==> config.mk <==
export PLATFORM = sky130hd
export DESIGN_NAME = line_literal_search
export DESIGN_NICKNAME = d
export VERILOG_FILES = /design/src/design/lls_pkg.sv /design/src/design/line_literal_search.sv
export SDC_FILE = /design/constraint.sdc
export NUM_CORES = 2
export LEC_CHECK = 0
export BUFFER_PORTS_ARGS = -buffer_cell sky130_fd_sc_hd__clkbuf_2
export CORE_MARGIN = 1
export CORE_UTILIZATION = 47
export CTS_CLUSTER_DIAMETER = 100
export CTS_CLUSTER_SIZE = 12
export DETAILED_ROUTE_END_ITERATION = 10
export PLACE_DENSITY_LB_ADDON = 0.12
export SKIP_LAST_GASP = 1
export SLEW_MARGIN = 0
export SYNTH_ARGS = -nofsm -noshare
export SYNTH_HDL_FRONTEND = slang
export SYNTH_SLANG_ARGS = --single-unit
==> constraint.sdc <==
create_clock -name i_clk -period 10.6 [get_ports i_clk]
set_input_delay 1.59 -clock i_clk [delete_from_list [all_inputs] [get_ports i_clk]]
set_output_delay 1.59 -clock i_clk [all_outputs]
set_load 0.01 [all_outputs]
==> src/design/lls_pkg.sv <==
`default_nettype none

package lls_pkg;

    localparam int PATTERN_MAX = 32;
    localparam int BYTE_W      = 8;
    localparam int PAT_W       = PATTERN_MAX * BYTE_W;
    localparam int CFG_W       = 64;
    localparam int PAT_BANKS   = PAT_W / CFG_W;
    localparam int BANK_AW     = $clog2(PAT_BANKS);
    localparam int SHIFT_W     = $clog2(PAT_W) + 1;
    localparam int LEN_W       = 6;
    localparam int LINE_W      = 24;
    localparam int COL_W       = 16;
    localparam int CFG_IDX_W   = 3;

    localparam logic [BYTE_W-1:0] BYTE_LF        = 8'h0A;
    localparam logic [BYTE_W-1:0] BYTE_CR        = 8'h0D;
    localparam logic [BYTE_W-1:0] UTF8_CONT_MASK = 8'hC0;
    localparam logic [BYTE_W-1:0] UTF8_CONT_CODE = 8'h80;
    localparam logic [BYTE_W-1:0] ASCII_UPPER_A  = 8'h41;
    localparam logic [BYTE_W-1:0] ASCII_UPPER_Z  = 8'h5A;
    localparam logic [BYTE_W-1:0] ASCII_CASE_OFS = 8'h20;

    typedef enum logic [CFG_IDX_W-1:0] {
        CFG_PAT_0_7    = 3'd0,
        CFG_PAT_8_15   = 3'd1,
        CFG_PAT_16_23  = 3'd2,
        CFG_PAT_24_31  = 3'd3,
        CFG_PAT_LEN    = 3'd4,
        CFG_CASE_SENS  = 3'd5
    } t_cfg_index;

    typedef struct packed {
        logic [LINE_W-1:0] line_number;
        logic [COL_W-1:0]  column;
    } t_result;

    // ASCII-only case folding; upper-case letters map to lower case.
    function automatic logic [BYTE_W-1:0] fold_byte(input logic [BYTE_W-1:0] b,
                                                     input logic case_sens);
        logic [BYTE_W-1:0] r;
        r = b;
        if (!case_sens && b >= ASCII_UPPER_A && b <= ASCII_UPPER_Z) begin
            r = b + ASCII_CASE_OFS;
        end
        return r;
    endfunction

endpackage

`default_nettype wire

==> src/design/line_literal_search.sv <==
// Literal pattern search over a byte stream, at most one result per line.
//
// Input channel: one text byte per request with an end-of-text flag. A request
// is taken at a rising edge where i_in_valid is high and o_in_stall is low.
// Output channel: line number and UTF-8 column of the first match in a line,
// taken where o_out_valid is high and i_out_stall is low. Configuration channel:
// register index and 64-bit data, always ready. The user must write the pattern,
// its length and the case mode while the block is idle; the block does not check.
//
// Throughput is one byte per cycle while o_in_stall is low: the full 32-byte
// window compare, the character-start count and all counter updates sit
// between the state registers and the result register. A result is registered
// from the byte that completes the match; a match ending in CR is decided by
// the next byte and registered from that byte. A two-entry output buffer
// (result register plus skid register) lets bytes keep flowing while the
// receiver stalls; o_in_stall rises only once both entries hold results.
// Reset (synchronous, active low) clears the configuration, sets the line
// counter to one and empties the output buffer.
`default_nettype none

module line_literal_search (
    input  logic                          i_clk,
    input  logic                          i_rst_n,
    input  logic                          i_in_valid,
    output logic                          o_in_stall,
    input  logic [7:0]                    i_text_byte,
    input  logic                          i_end_of_text,
    output logic                          o_out_valid,
    input  logic                          i_out_stall,
    output logic [lls_pkg::LINE_W-1:0]    o_line_number,
    output logic [lls_pkg::COL_W-1:0]     o_column,
    input  logic                          i_cfg_valid,
    output logic                          o_cfg_ready,
    input  logic [lls_pkg::CFG_IDX_W-1:0] i_cfg_index,
    input  logic [lls_pkg::CFG_W-1:0]     i_cfg_data
);

    // Configuration registers. The pattern is kept flat, byte j at bits 8j+7:8j.
    logic [lls_pkg::PAT_W-1:0]  r_pat;
    logic [lls_pkg::LEN_W-1:0]  r_pat_len;
    logic                       r_case_sens;

    // Search state.
    logic [lls_pkg::PAT_W-1:0]       r_win;      // newest byte in bits 7:0
    logic [lls_pkg::PATTERN_MAX-1:0] r_cs;       // character-start flags, newest in bit 0
    logic [lls_pkg::LINE_W-1:0]      r_line;
    logic [lls_pkg::COL_W-1:0]       r_bytes;
    logic [lls_pkg::COL_W-1:0]       r_chars;
    logic                            r_reported;
    logic                            r_pending;
    logic [lls_pkg::COL_W-1:0]       r_pend_col;
    logic [lls_pkg::LINE_W-1:0]      n_line;
    logic [lls_pkg::COL_W-1:0]       n_bytes;
    logic [lls_pkg::COL_W-1:0]       n_chars;
    logic                            n_reported;
    logic                            n_pending;
    logic [lls_pkg::COL_W-1:0]       n_pend_col;

    // Output buffer.
    lls_pkg::t_result r_out;
    lls_pkg::t_result r_skid;
    logic             r_out_valid;
    logic             r_skid_valid;
    lls_pkg::t_result n_res;
    logic             n_res_valid;

    logic                            w_in_acc;
    logic                            w_out_take;
    logic                            w_is_start;
    logic [lls_pkg::PAT_W-1:0]       w_win_sh;
    logic [lls_pkg::PATTERN_MAX-1:0] w_cs_sh;
    logic [lls_pkg::PAT_W-1:0]       w_pat_rev;
    logic [lls_pkg::PAT_W-1:0]       w_pat_sel;
    logic [lls_pkg::LEN_W-1:0]       w_shamt;
    logic [lls_pkg::PATTERN_MAX-1:0] w_mask;
    logic [lls_pkg::PATTERN_MAX-1:0] w_eq;
    logic                            w_len_ok;
    logic                            w_match;
    logic [lls_pkg::LEN_W-1:0]       w_starts;
    logic [lls_pkg::COL_W-1:0]       w_bytes_next;
    logic [lls_pkg::COL_W-1:0]       w_chars_next;
    logic [lls_pkg::COL_W-1:0]       w_col;
    logic [lls_pkg::LINE_W-1:0]      w_line_inc;

    assign o_cfg_ready   = 1'b1;
    assign o_in_stall    = r_skid_valid;
    assign o_out_valid   = r_out_valid;
    assign o_line_number = r_out.line_number;
    assign o_column      = r_out.column;

    assign w_in_acc   = i_in_valid && !o_in_stall;
    assign w_out_take = r_out_valid && !i_out_stall;

    // ------------------------------------------------------------------
    // Configuration writes. Indexes beyond the register list are ignored.
    // ------------------------------------------------------------------
    always_ff @(posedge i_clk) begin
        if (!i_rst_n) begin
            r_pat       <= '0;
            r_pat_len   <= '0;
            r_case_sens <= 1'b0;
        end else if (i_cfg_valid && o_cfg_ready) begin
            case (lls_pkg::t_cfg_index'(i_cfg_index))
                lls_pkg::CFG_PAT_0_7,
                lls_pkg::CFG_PAT_8_15,
                lls_pkg::CFG_PAT_16_23,
                lls_pkg::CFG_PAT_24_31: begin
                    r_pat[i_cfg_index[lls_pkg::BANK_AW-1:0] * lls_pkg::CFG_W +: lls_pkg::CFG_W]
                        <= i_cfg_data;
                end
                lls_pkg::CFG_PAT_LEN: begin
                    r_pat_len <= i_cfg_data[lls_pkg::LEN_W-1:0];
                end
                lls_pkg::CFG_CASE_SENS: begin
                    r_case_sens <= i_cfg_data[0];
                end
                default: begin
                end
            endcase
        end
    end

    // ------------------------------------------------------------------
    // Window compare. Window position k (0 = newest) must match pattern byte
    // L-1-k. Reversing the pattern bytes and shifting right by 32-L bytes
    // lines each pattern byte up with its window position.
    // ------------------------------------------------------------------
    assign w_is_start = (i_text_byte & lls_pkg::UTF8_CONT_MASK) != lls_pkg::UTF8_CONT_CODE;
    assign w_win_sh   = {r_win[lls_pkg::PAT_W-lls_pkg::BYTE_W-1:0], i_text_byte};
    assign w_cs_sh    = {r_cs[lls_pkg::PATTERN_MAX-2:0], w_is_start};
    assign w_shamt    = lls_pkg::LEN_W'(lls_pkg::PATTERN_MAX) - r_pat_len;
    assign w_pat_sel  = w_pat_rev >> {w_shamt, 3'b000};
    assign w_len_ok   = (r_pat_len != '0) &&
                        (r_pat_len <= lls_pkg::LEN_W'(lls_pkg::PATTERN_MAX));

    for (genvar k = 0; k < lls_pkg::PATTERN_MAX; k++) begin : g_lane
        assign w_pat_rev[k*lls_pkg::BYTE_W +: lls_pkg::BYTE_W] =
            r_pat[(lls_pkg::PATTERN_MAX-1-k)*lls_pkg::BYTE_W +: lls_pkg::BYTE_W];
        assign w_mask[k] = lls_pkg::LEN_W'(k) < r_pat_len;
        assign w_eq[k]   = !w_mask[k] ||
            (lls_pkg::fold_byte(w_win_sh[k*lls_pkg::BYTE_W +: lls_pkg::BYTE_W], r_case_sens) ==
             lls_pkg::fold_byte(w_pat_sel[k*lls_pkg::BYTE_W +: lls_pkg::BYTE_W], r_case_sens));
    end

    assign w_bytes_next = (r_bytes != '1) ? r_bytes + 1'b1 : r_bytes;
    assign w_chars_next = (w_is_start && r_chars != '1) ? r_chars + 1'b1 : r_chars;
    assign w_starts     = lls_pkg::LEN_W'($countones(w_cs_sh & w_mask));
    assign w_match      = w_len_ok && (&w_eq) &&
                          (w_bytes_next >= lls_pkg::COL_W'(r_pat_len));
    // A saturated character count reports the saturated column.
    assign w_col        = (w_chars_next == '1) ? '1 :
                          w_chars_next - lls_pkg::COL_W'(w_starts) + 1'b1;
    assign w_line_inc   = (r_line != '1) ? r_line + 1'b1 : r_line;

    // ------------------------------------------------------------------
    // Per-byte state update and result generation.
    // ------------------------------------------------------------------
    always_comb begin
        n_line      = r_line;
        n_bytes     = r_bytes;
        n_chars     = r_chars;
        n_reported  = r_reported;
        n_pending   = r_pending;
        n_pend_col  = r_pend_col;
        n_res_valid = 1'b0;
        n_res       = '{line_number: r_line, column: w_col};
        if (w_in_acc) begin
            n_pending = 1'b0;
            // A match held on a trailing CR is released unless LF follows.
            if (r_pending && i_text_byte != lls_pkg::BYTE_LF) begin
                n_res_valid = 1'b1;
                n_res       = '{line_number: r_line, column: r_pend_col};
                n_reported  = 1'b1;
            end
            if (i_text_byte == lls_pkg::BYTE_LF) begin
                n_line     = w_line_inc;
                n_bytes    = '0;
                n_chars    = '0;
                n_reported = 1'b0;
            end else begin
                n_bytes = w_bytes_next;
                n_chars = w_chars_next;
                if (!n_reported && w_match) begin
                    if (i_text_byte == lls_pkg::BYTE_CR && !i_end_of_text) begin
                        n_pending  = 1'b1;
                        n_pend_col = w_col;
                    end else begin
                        n_res_valid = 1'b1;
                        n_res       = '{line_number: r_line, column: w_col};
                        n_reported  = 1'b1;
                    end
                end
            end
            if (i_end_of_text) begin
                n_line     = lls_pkg::LINE_W'(1);
                n_bytes    = '0;
                n_chars    = '0;
                n_reported = 1'b0;
                n_pending  = 1'b0;
            end
        end
    end

    always_ff @(posedge i_clk) begin
        if (!i_rst_n) begin
            r_line     <= lls_pkg::LINE_W'(1);
            r_bytes    <= '0;
            r_chars    <= '0;
            r_reported <= 1'b0;
            r_pending  <= 1'b0;
        end else begin
            r_line     <= n_line;
            r_bytes    <= n_bytes;
            r_chars    <= n_chars;
            r_reported <= n_reported;
            r_pending  <= n_pending;
        end
    end

    // Window contents older than the current line are never compared, since a
    // match also needs the line's byte count to cover the pattern length.
    always_ff @(posedge i_clk) begin
        r_pend_col <= n_pend_col;
        if (w_in_acc) begin
            r_win <= w_win_sh;
            r_cs  <= w_cs_sh;
        end
    end

    // ------------------------------------------------------------------
    // Output buffer. The skid register fills only when the result register
    // is held by the receiver, and input requests stall while it is full.
    // ------------------------------------------------------------------
    always_ff @(posedge i_clk) begin
        if (!i_rst_n) begin
            r_out_valid  <= 1'b0;
            r_skid_valid <= 1'b0;
        end else if (!r_out_valid || w_out_take) begin
            if (r_skid_valid) begin
                r_out_valid  <= 1'b1;
                r_skid_valid <= 1'b0;
            end else begin
                r_out_valid  <= n_res_valid;
            end
        end else if (n_res_valid) begin
            r_skid_valid <= 1'b1;
        end
    end

    always_ff @(posedge i_clk) begin
        if (!r_out_valid || w_out_take) begin
            r_out <= r_skid_valid ? r_skid : n_res;
        end
        if (r_out_valid && !w_out_take && n_res_valid) begin
            r_skid <= n_res;
        end
    end

    // ------------------------------------------------------------------
    // Assertions.
    // ------------------------------------------------------------------
    a_skid_behind_out: assert property (@(posedge i_clk) disable iff (!i_rst_n)
        r_skid_valid |-> r_out_valid)
        else $error("skid register holds a result while the result register is empty");

    a_pending_unreported: assert property (@(posedge i_clk) disable iff (!i_rst_n)
        r_pending |-> !r_reported)
        else $error("held CR match in a line that already reported");

    a_result_nonzero: assert property (@(posedge i_clk) disable iff (!i_rst_n)
        o_out_valid |-> (o_line_number != '0 && o_column != '0))
        else $error("result with zero line number or column");

    a_eot_restart: assert property (@(posedge i_clk) disable iff (!i_rst_n)
        (w_in_acc && i_end_of_text) |=> (r_line == lls_pkg::LINE_W'(1) && !r_pending))
        else $error("state not restarted after end of text");

endmodule

`default_nettype wire

Word level (Yosys, flattened, before mapping). Cells that the tools add are included.

Input bits: 81. Bits in registers: 698.

Reduce and logical (&&, ||, !) cells: 223. Bitwise gates (word level): 3. Add/subtract/negate cells: 102. Shift-type cells: 3. Eq/ne operators: 45. Order comparisons: 162. Muxes and demuxes: 97.

Operators by type and width (number): adder 8 x 6 -> 8 bit, second input constant (64); greater-or-equal comparator 8 x 7 -> 1 bit, second input constant (64); less-or-equal comparator 8 x 7 -> 1 bit, second input constant (64); two-way mux 8 bit (64); bitwise mux 256 bit (1); == test 8 bit (32); variable shift 64 x 34 -> 256 bit, first input constant (1); indexed part select 64 x 34 -> 256 bit (1); right shift 256 x 9 -> 256 bit (1); two-way mux 16 bit (12); logical AND 1 bit (139); less-than comparator 5 x 6 -> 1 bit, first input constant (16); two-way mux 24 bit (3); adder 16 x 1 -> 16 bit, second input constant (3); less-than comparator 4 x 6 -> 1 bit, first input constant (8); two-way mux 40 bit (1); zero test 1 bit (39); negator 8 -> 34 bit (1); logical OR 1 bit (33); adder 1 x 1 -> 2 bit (16); bitwise AND 32 bit (1); != test 16 bit, second input constant (2); AND reduction 32 bit (1); adder 2 x 2 -> 3 bit (8); 29 further kinds (60).

Logic depth before layout (Yosys ltp).
Word-level depth: 16. Depth in mapped cells: 45.

Worst setup path after synthesis. Ideal clock, no wire load.

Path type: in2reg. From: input port i_in_valid. To: register r_bytes[13] (netlist bit). Buffers on the path: 2. Data arrival time: 10.799 ns. Stages on the path: 7. Library setup time: 0.128 ns. Slack: -0.326 ns. Path through: nand2b_1 > clkbuf_1 > inv_1 > clkbuf_1 > o21ai_0 > a21oi_1 > nor2_1.

Cells in the longest elaborated chain, start to end: 1.

RTL lines: start: declaration (RTL line line_literal_search.sv:24) `input logic i_in_valid,`; logical AND 1 bit (RTL line line_literal_search.sv:91) `assign w_in_acc = i_in_valid && !o_in_stall;`; named net w_in_acc (RTL line line_literal_search.sv:67) `logic w_in_acc;`; end signal: assignment (RTL line line_literal_search.sv:213) `r_bytes <= n_bytes;`; end: declaration (RTL line line_literal_search.sv:47) `logic [lls_pkg::COL_W-1:0] r_bytes;`.

The timed path passes the listed nets, and every way through them passes these cells. A chain may end at the register's enable or synchronous reset.

Worst setup path after layout.
From: register r_pat_len[0] (netlist bit). To: register r_skid[0] (netlist bit), enable pin.

Cells in the longest elaborated chain, start to end: 16.

RTL lines: start: declaration (RTL line line_literal_search.sv:40) `logic [lls_pkg::LEN_W-1:0] r_pat_len;`; start signal: assignment (RTL line line_literal_search.sv:112) `r_pat_len <= i_cfg_data[lls_pkg::LEN_W-1:0];`; subtractor 6 bit (RTL line line_literal_search.sv:131) `assign w_shamt = lls_pkg::LEN_W'(lls_pkg::PATTERN_MAX) - r_pat_len;`; right shift 256 x 9 -> 256 bit (RTL line line_literal_search.sv:132) `assign w_pat_sel = w_pat_rev >> {w_shamt, 3'b000};`; greater-or-equal comparator 8 x 7 -> 1 bit (RTL line lls_pkg.sv:44) `if (!case_sens && b >= ASCII_UPPER_A && b <= ASCII_UPPER_Z) begin`; logical AND 1 bit (2 in series) (RTL line lls_pkg.sv:44); two-way mux 8 bit (RTL line lls_pkg.sv:44); == test 8 bit (RTL line line_literal_search.sv:141) `(lls_pkg::fold_byte(w_win_sh[k*lls_pkg::BYTE_W +: lls_pkg::BYTE_W], r_case_sens) ==`; logical OR 1 bit (RTL line line_literal_search.sv:140) `assign w_eq[k] = !w_mask[k] ||`; AND reduction 32 bit (RTL line line_literal_search.sv:148) `assign w_match = w_len_ok && (&w_eq) &&`; logical AND 1 bit (RTL line line_literal_search.sv:148); logical AND 1 bit (*) (RTL line line_literal_search.sv:148); logical AND 1 bit (*) (RTL line line_literal_search.sv:183) `if (!n_reported && w_match) begin`; two-way mux 1 bit (*) (RTL line line_literal_search.sv:183); two-way mux 1 bit (*) (RTL line line_literal_search.sv:175) `if (i_text_byte == lls_pkg::BYTE_LF) begin`; two-way mux 1 bit (*) (RTL line line_literal_search.sv:167) `if (w_in_acc) begin`; logical AND 1 bit (*) (RTL line line_literal_search.sv:254) `if (r_out_valid && !w_out_take && n_res_valid) begin`; end signal: assignment (RTL line line_literal_search.sv:255) `r_skid <= n_res;`; end: declaration (RTL line line_literal_search.sv:61) `lls_pkg::t_result r_skid;`.

Mark *: on every way between the ends. The rest lies on a longest branch, timed or not.

==> key figures <==
Status
  – Status: complete, but fails checks
  – Failing checks: max-capacitance violations, max-slew violations

Critical path
  – CP peak stage delay: 1280 ps
  – Top cell family by delay on the critical path: simple AND/OR/NAND/NOR gates
  – Master of the slowest instance on the critical path: a211oi_1
  – Critical Path AT: 9410 ps
  – CP endpoint kind: flop
  – Startpoint Class: flop
  – Crit Path Class: flop to flop
  – Crit-path cells: inv_2, ha_4, xor2_4, buf_4, mux4_2, a211oi_1, a211oi_1, or2_1, a41oi_1, or3b_1, or4_1, nor4_1, nand4_1, a21oi_2, and2_2, buf_4
  – Buf/Inv on CP: 3
  – CP Max Fanout: 30
  – CP required: 10,950 ps

Logic synthesis
  – Syn_nets: 5,945
  – Yosys cell types: between 100 and 150
  – Asr flop ratio synth: 0%
  – Mapped Area: 53,100 sq um
  – Syn_area_per_cell: 9.31 sq um
  – Synthesis Warnings: 0
  – Yosys reg bits: 698
  – Mapped Cells: 5,701
  – Number of synthesized flops with an enable pin: 375
  – Sequential area share after synthesis: 33.4%
  – Dominant synthesized flop cell: edfxtp_1

Global routing
  – GRT overflow: 0
  – Via count of the first global-routing pass: ~47,000
  – M2 GR Usage: 64.9%
  – Largest net degree at the start of global routing: 166
  – Total GRT Usage: a little under half
  – Initial antenna violation count: 25
  – Routing usage on met3: 17.1%
  – GRT busiest layer: met2
  – Met1 Use GR: 57.6%
  – Global-route wire length before repair: about 370,000 um

STA
  – # setup viols final: 0
  – Clk_skew: roughly 47 ps
  – Final slew viol count: 16
  – Slew HR: -5.45%
  – Total negative slack: 0 ps
  – Final hold vios: 0
  – Fin crit period: 9060 ps
  – Max Clk Rate: 110 MHz
  – RSZ-0062 raised after global routing: false
  – Tcrit/Tclk final: a little under nine tenths
  – Worst-Margin Slew: 1570 ps

Pwr
  – Clock group share of total power: 33.4%
  – NetSw: 2.32 mW
  – VDD IR-drop max: 0.123 mV
  – Switching share of power: 32.5%
  – Sequential Power Share: approximately 45%
  – Pwr/cell area: 125 nW/um^2
  – Internal: 4.82 mW
  – Leak: 19.6 nW
  – Comb power frac: 22.1%

Clock network
  – # Post-CTS Setup Buffers: 0
  – Htree depth: 3
  – Clock tree buffer depth: 3
  – Clock-pin slew on the worst setup and hold paths: 70 ps
  – Clk root buf: clkbuf_16
  – CTS tree: done
  – CTS Buf Count: 69
  – CTS Sinks: 698
  – Post-CTS Hold Fix Bufs: 0
  – Post-CTS sizing: 0
  – Clock Latency Late Sink: 710 ps

Finish
  – Area growth, synth to finish: 7.90%
  – Final cell count without fillers: 7,189
  – Nets@finish: 5,898
  – Commonest non-fill, non-tap cell in the layout: nand2_1
  – Fraction of layout instances using a drive strength above 1: between 10% and 20%
  – Most frequent cells in the layout: nand2_1 (613), a21oi_1 (478), nand3_1 (436)

Detailed routing
  – Initial DRC Count: 8,083
  – Residual DRC: 0
  – Vias: 51,898
  – ANT nets after route: 0
  – Drt first pass iters: 7
  – Post-detailed-route wirelength per cell: 37.8 um
  – Final WL: 272,000 um
  – Vias/cell: 7.22

Run
  – Max Cap Viol: 5

Floorplanning
  – Initial core utilization: 47.7%
  – Die Span Y: 338 um
  – Core Area: 111,000 sq um
  – I/O pin count: 124
  – Die width: ~340 um
  – Row count: 122
  – Die area: 114,000 sq um

Placement
  – Dpl cells: a little over 7,000
  – Post-DP HPWL: 208,000 um
  – Port bufs: 122
  – RePlAce Congestion: approximately 1.1

Worst hold path
  – Hold WC Path Type: flop to flop
[through the flow]
| stage | worst slack, ps | total power [mW] | hold WS [ps] | cell area [sq um] | utilization [%] |
|---|---|---|---|---|---|
| final | 1540 | 7.14 | 455 | 57300 | 51.5 |
| after global routing | 1230 | 7.36 | 457 | 57300 | 51.5 |
| after floorplan | 1300 | 4.14 | 417 | 53100 | - |
| after global placement | 1520 | 4.74 | 431 | 55200 | 49.6 |
| after CTS | 1670 | 7.11 | 441 | 57200 | 51.4 |
| after detailed placement | 1420 | 4.75 | 432 | 55200 | 49.6 |
[flip-flops by register name, indices dropped and copies added (netlist names), 6 cells and up]
signal,count
r_win,248
o_line_number,24
r_cs,31
o_column,16
r_pat,256
r_line,24
r_chars,16
r_skid,40
r_bytes,16
r_pat_len,6
r_pend_col,16
[power by group through the flow]
stage          clock network, mW  registers, mW  logic, mW
3_5_place_dp                   0           3.23       1.53
4_1_cts                     2.41           3.17       1.53
2_1_floorplan                  0           3.18      0.959
6_report                    2.39           3.17       1.58
3_3_place_gp                   0           3.23       1.51
5_1_grt                     2.51           3.18       1.67
[logic make-up after synthesis]
| family | after synthesis | synth area share [%] |
|---|---|---|
| DFF | 698 | 33.4 |
| and+or+nand+nor | 1981 | 18.2 |
| AOI/OAI and AO/OA | 1353 | 16.7 |
| xor gates and xnor gates | 277 | 4.65 |
| other | 1 | 0.00706 |
| muxes | 650 | 17.9 |
| adders and majority gates | 163 | 4.25 |
| buffers and inverters | 578 | 4.97 |
[cell type report]
class / count / area (sq um)
Multi-Input combinational cell: 4425 / 33000
Inverter: 169 / 649
Clock buffer: 98 / 1840
Clock inverter: 10 / 205
Tap cell: 1488 / 1860
Fill cell: 10419 / 54000
Timing Repair Buffer: 291 / 1970
Antenna cell: 10 / 25.0
Sequential cell: 698 / 17700
[metal layers]
metal | wire (um) | share of wire, %
met3 | 35700 | 13
met5 | 162 | 0.060
met2 | 110000 | 41
met4 | 24600 | 9.0
met1 | 101000 | 37
[cell usage after synthesis, types with 76 or more instances]
cell | count | area [sq um]
xor2_1 | 115 | 1010
mux2_2 | 175 | 1970
nand3_1 | 437 | 2190
nor3_1 | 118 | 591
xnor2_1 | 159 | 1390
nand2_1 | 618 | 2320
edfxtp_1 | 375 | 11300
clkbuf_1 | 207 | 777
inv_1 | 167 | 627
a21oi_1 | 478 | 2390
nor2_1 | 350 | 1310
buf_2 | 108 | 541
a31oi_1 | 90 | 563
mux4_2 | 220 | 4950
ha_1 | 134 | 1680
nand4_1 | 76 | 475
o21ai_0 | 190 | 951
mux2i_1 | 254 | 2540
dfxtp_1 | 323 | 6470
[worst paths after layout]
path	from	to	slack, ps	depth (start not counted)
setup / recovery	r_pat_len[0]	r_skid[0]	1540	16
hold / removal	r_cs[4]	r_cs[5]	460	0
setup reg to reg	r_pat_len[0]	r_skid[0]	1540	16
hold reg to reg	r_cs[4]	r_cs[5]	460	0
No activity file was read; power rests on OpenSTA's default activity.
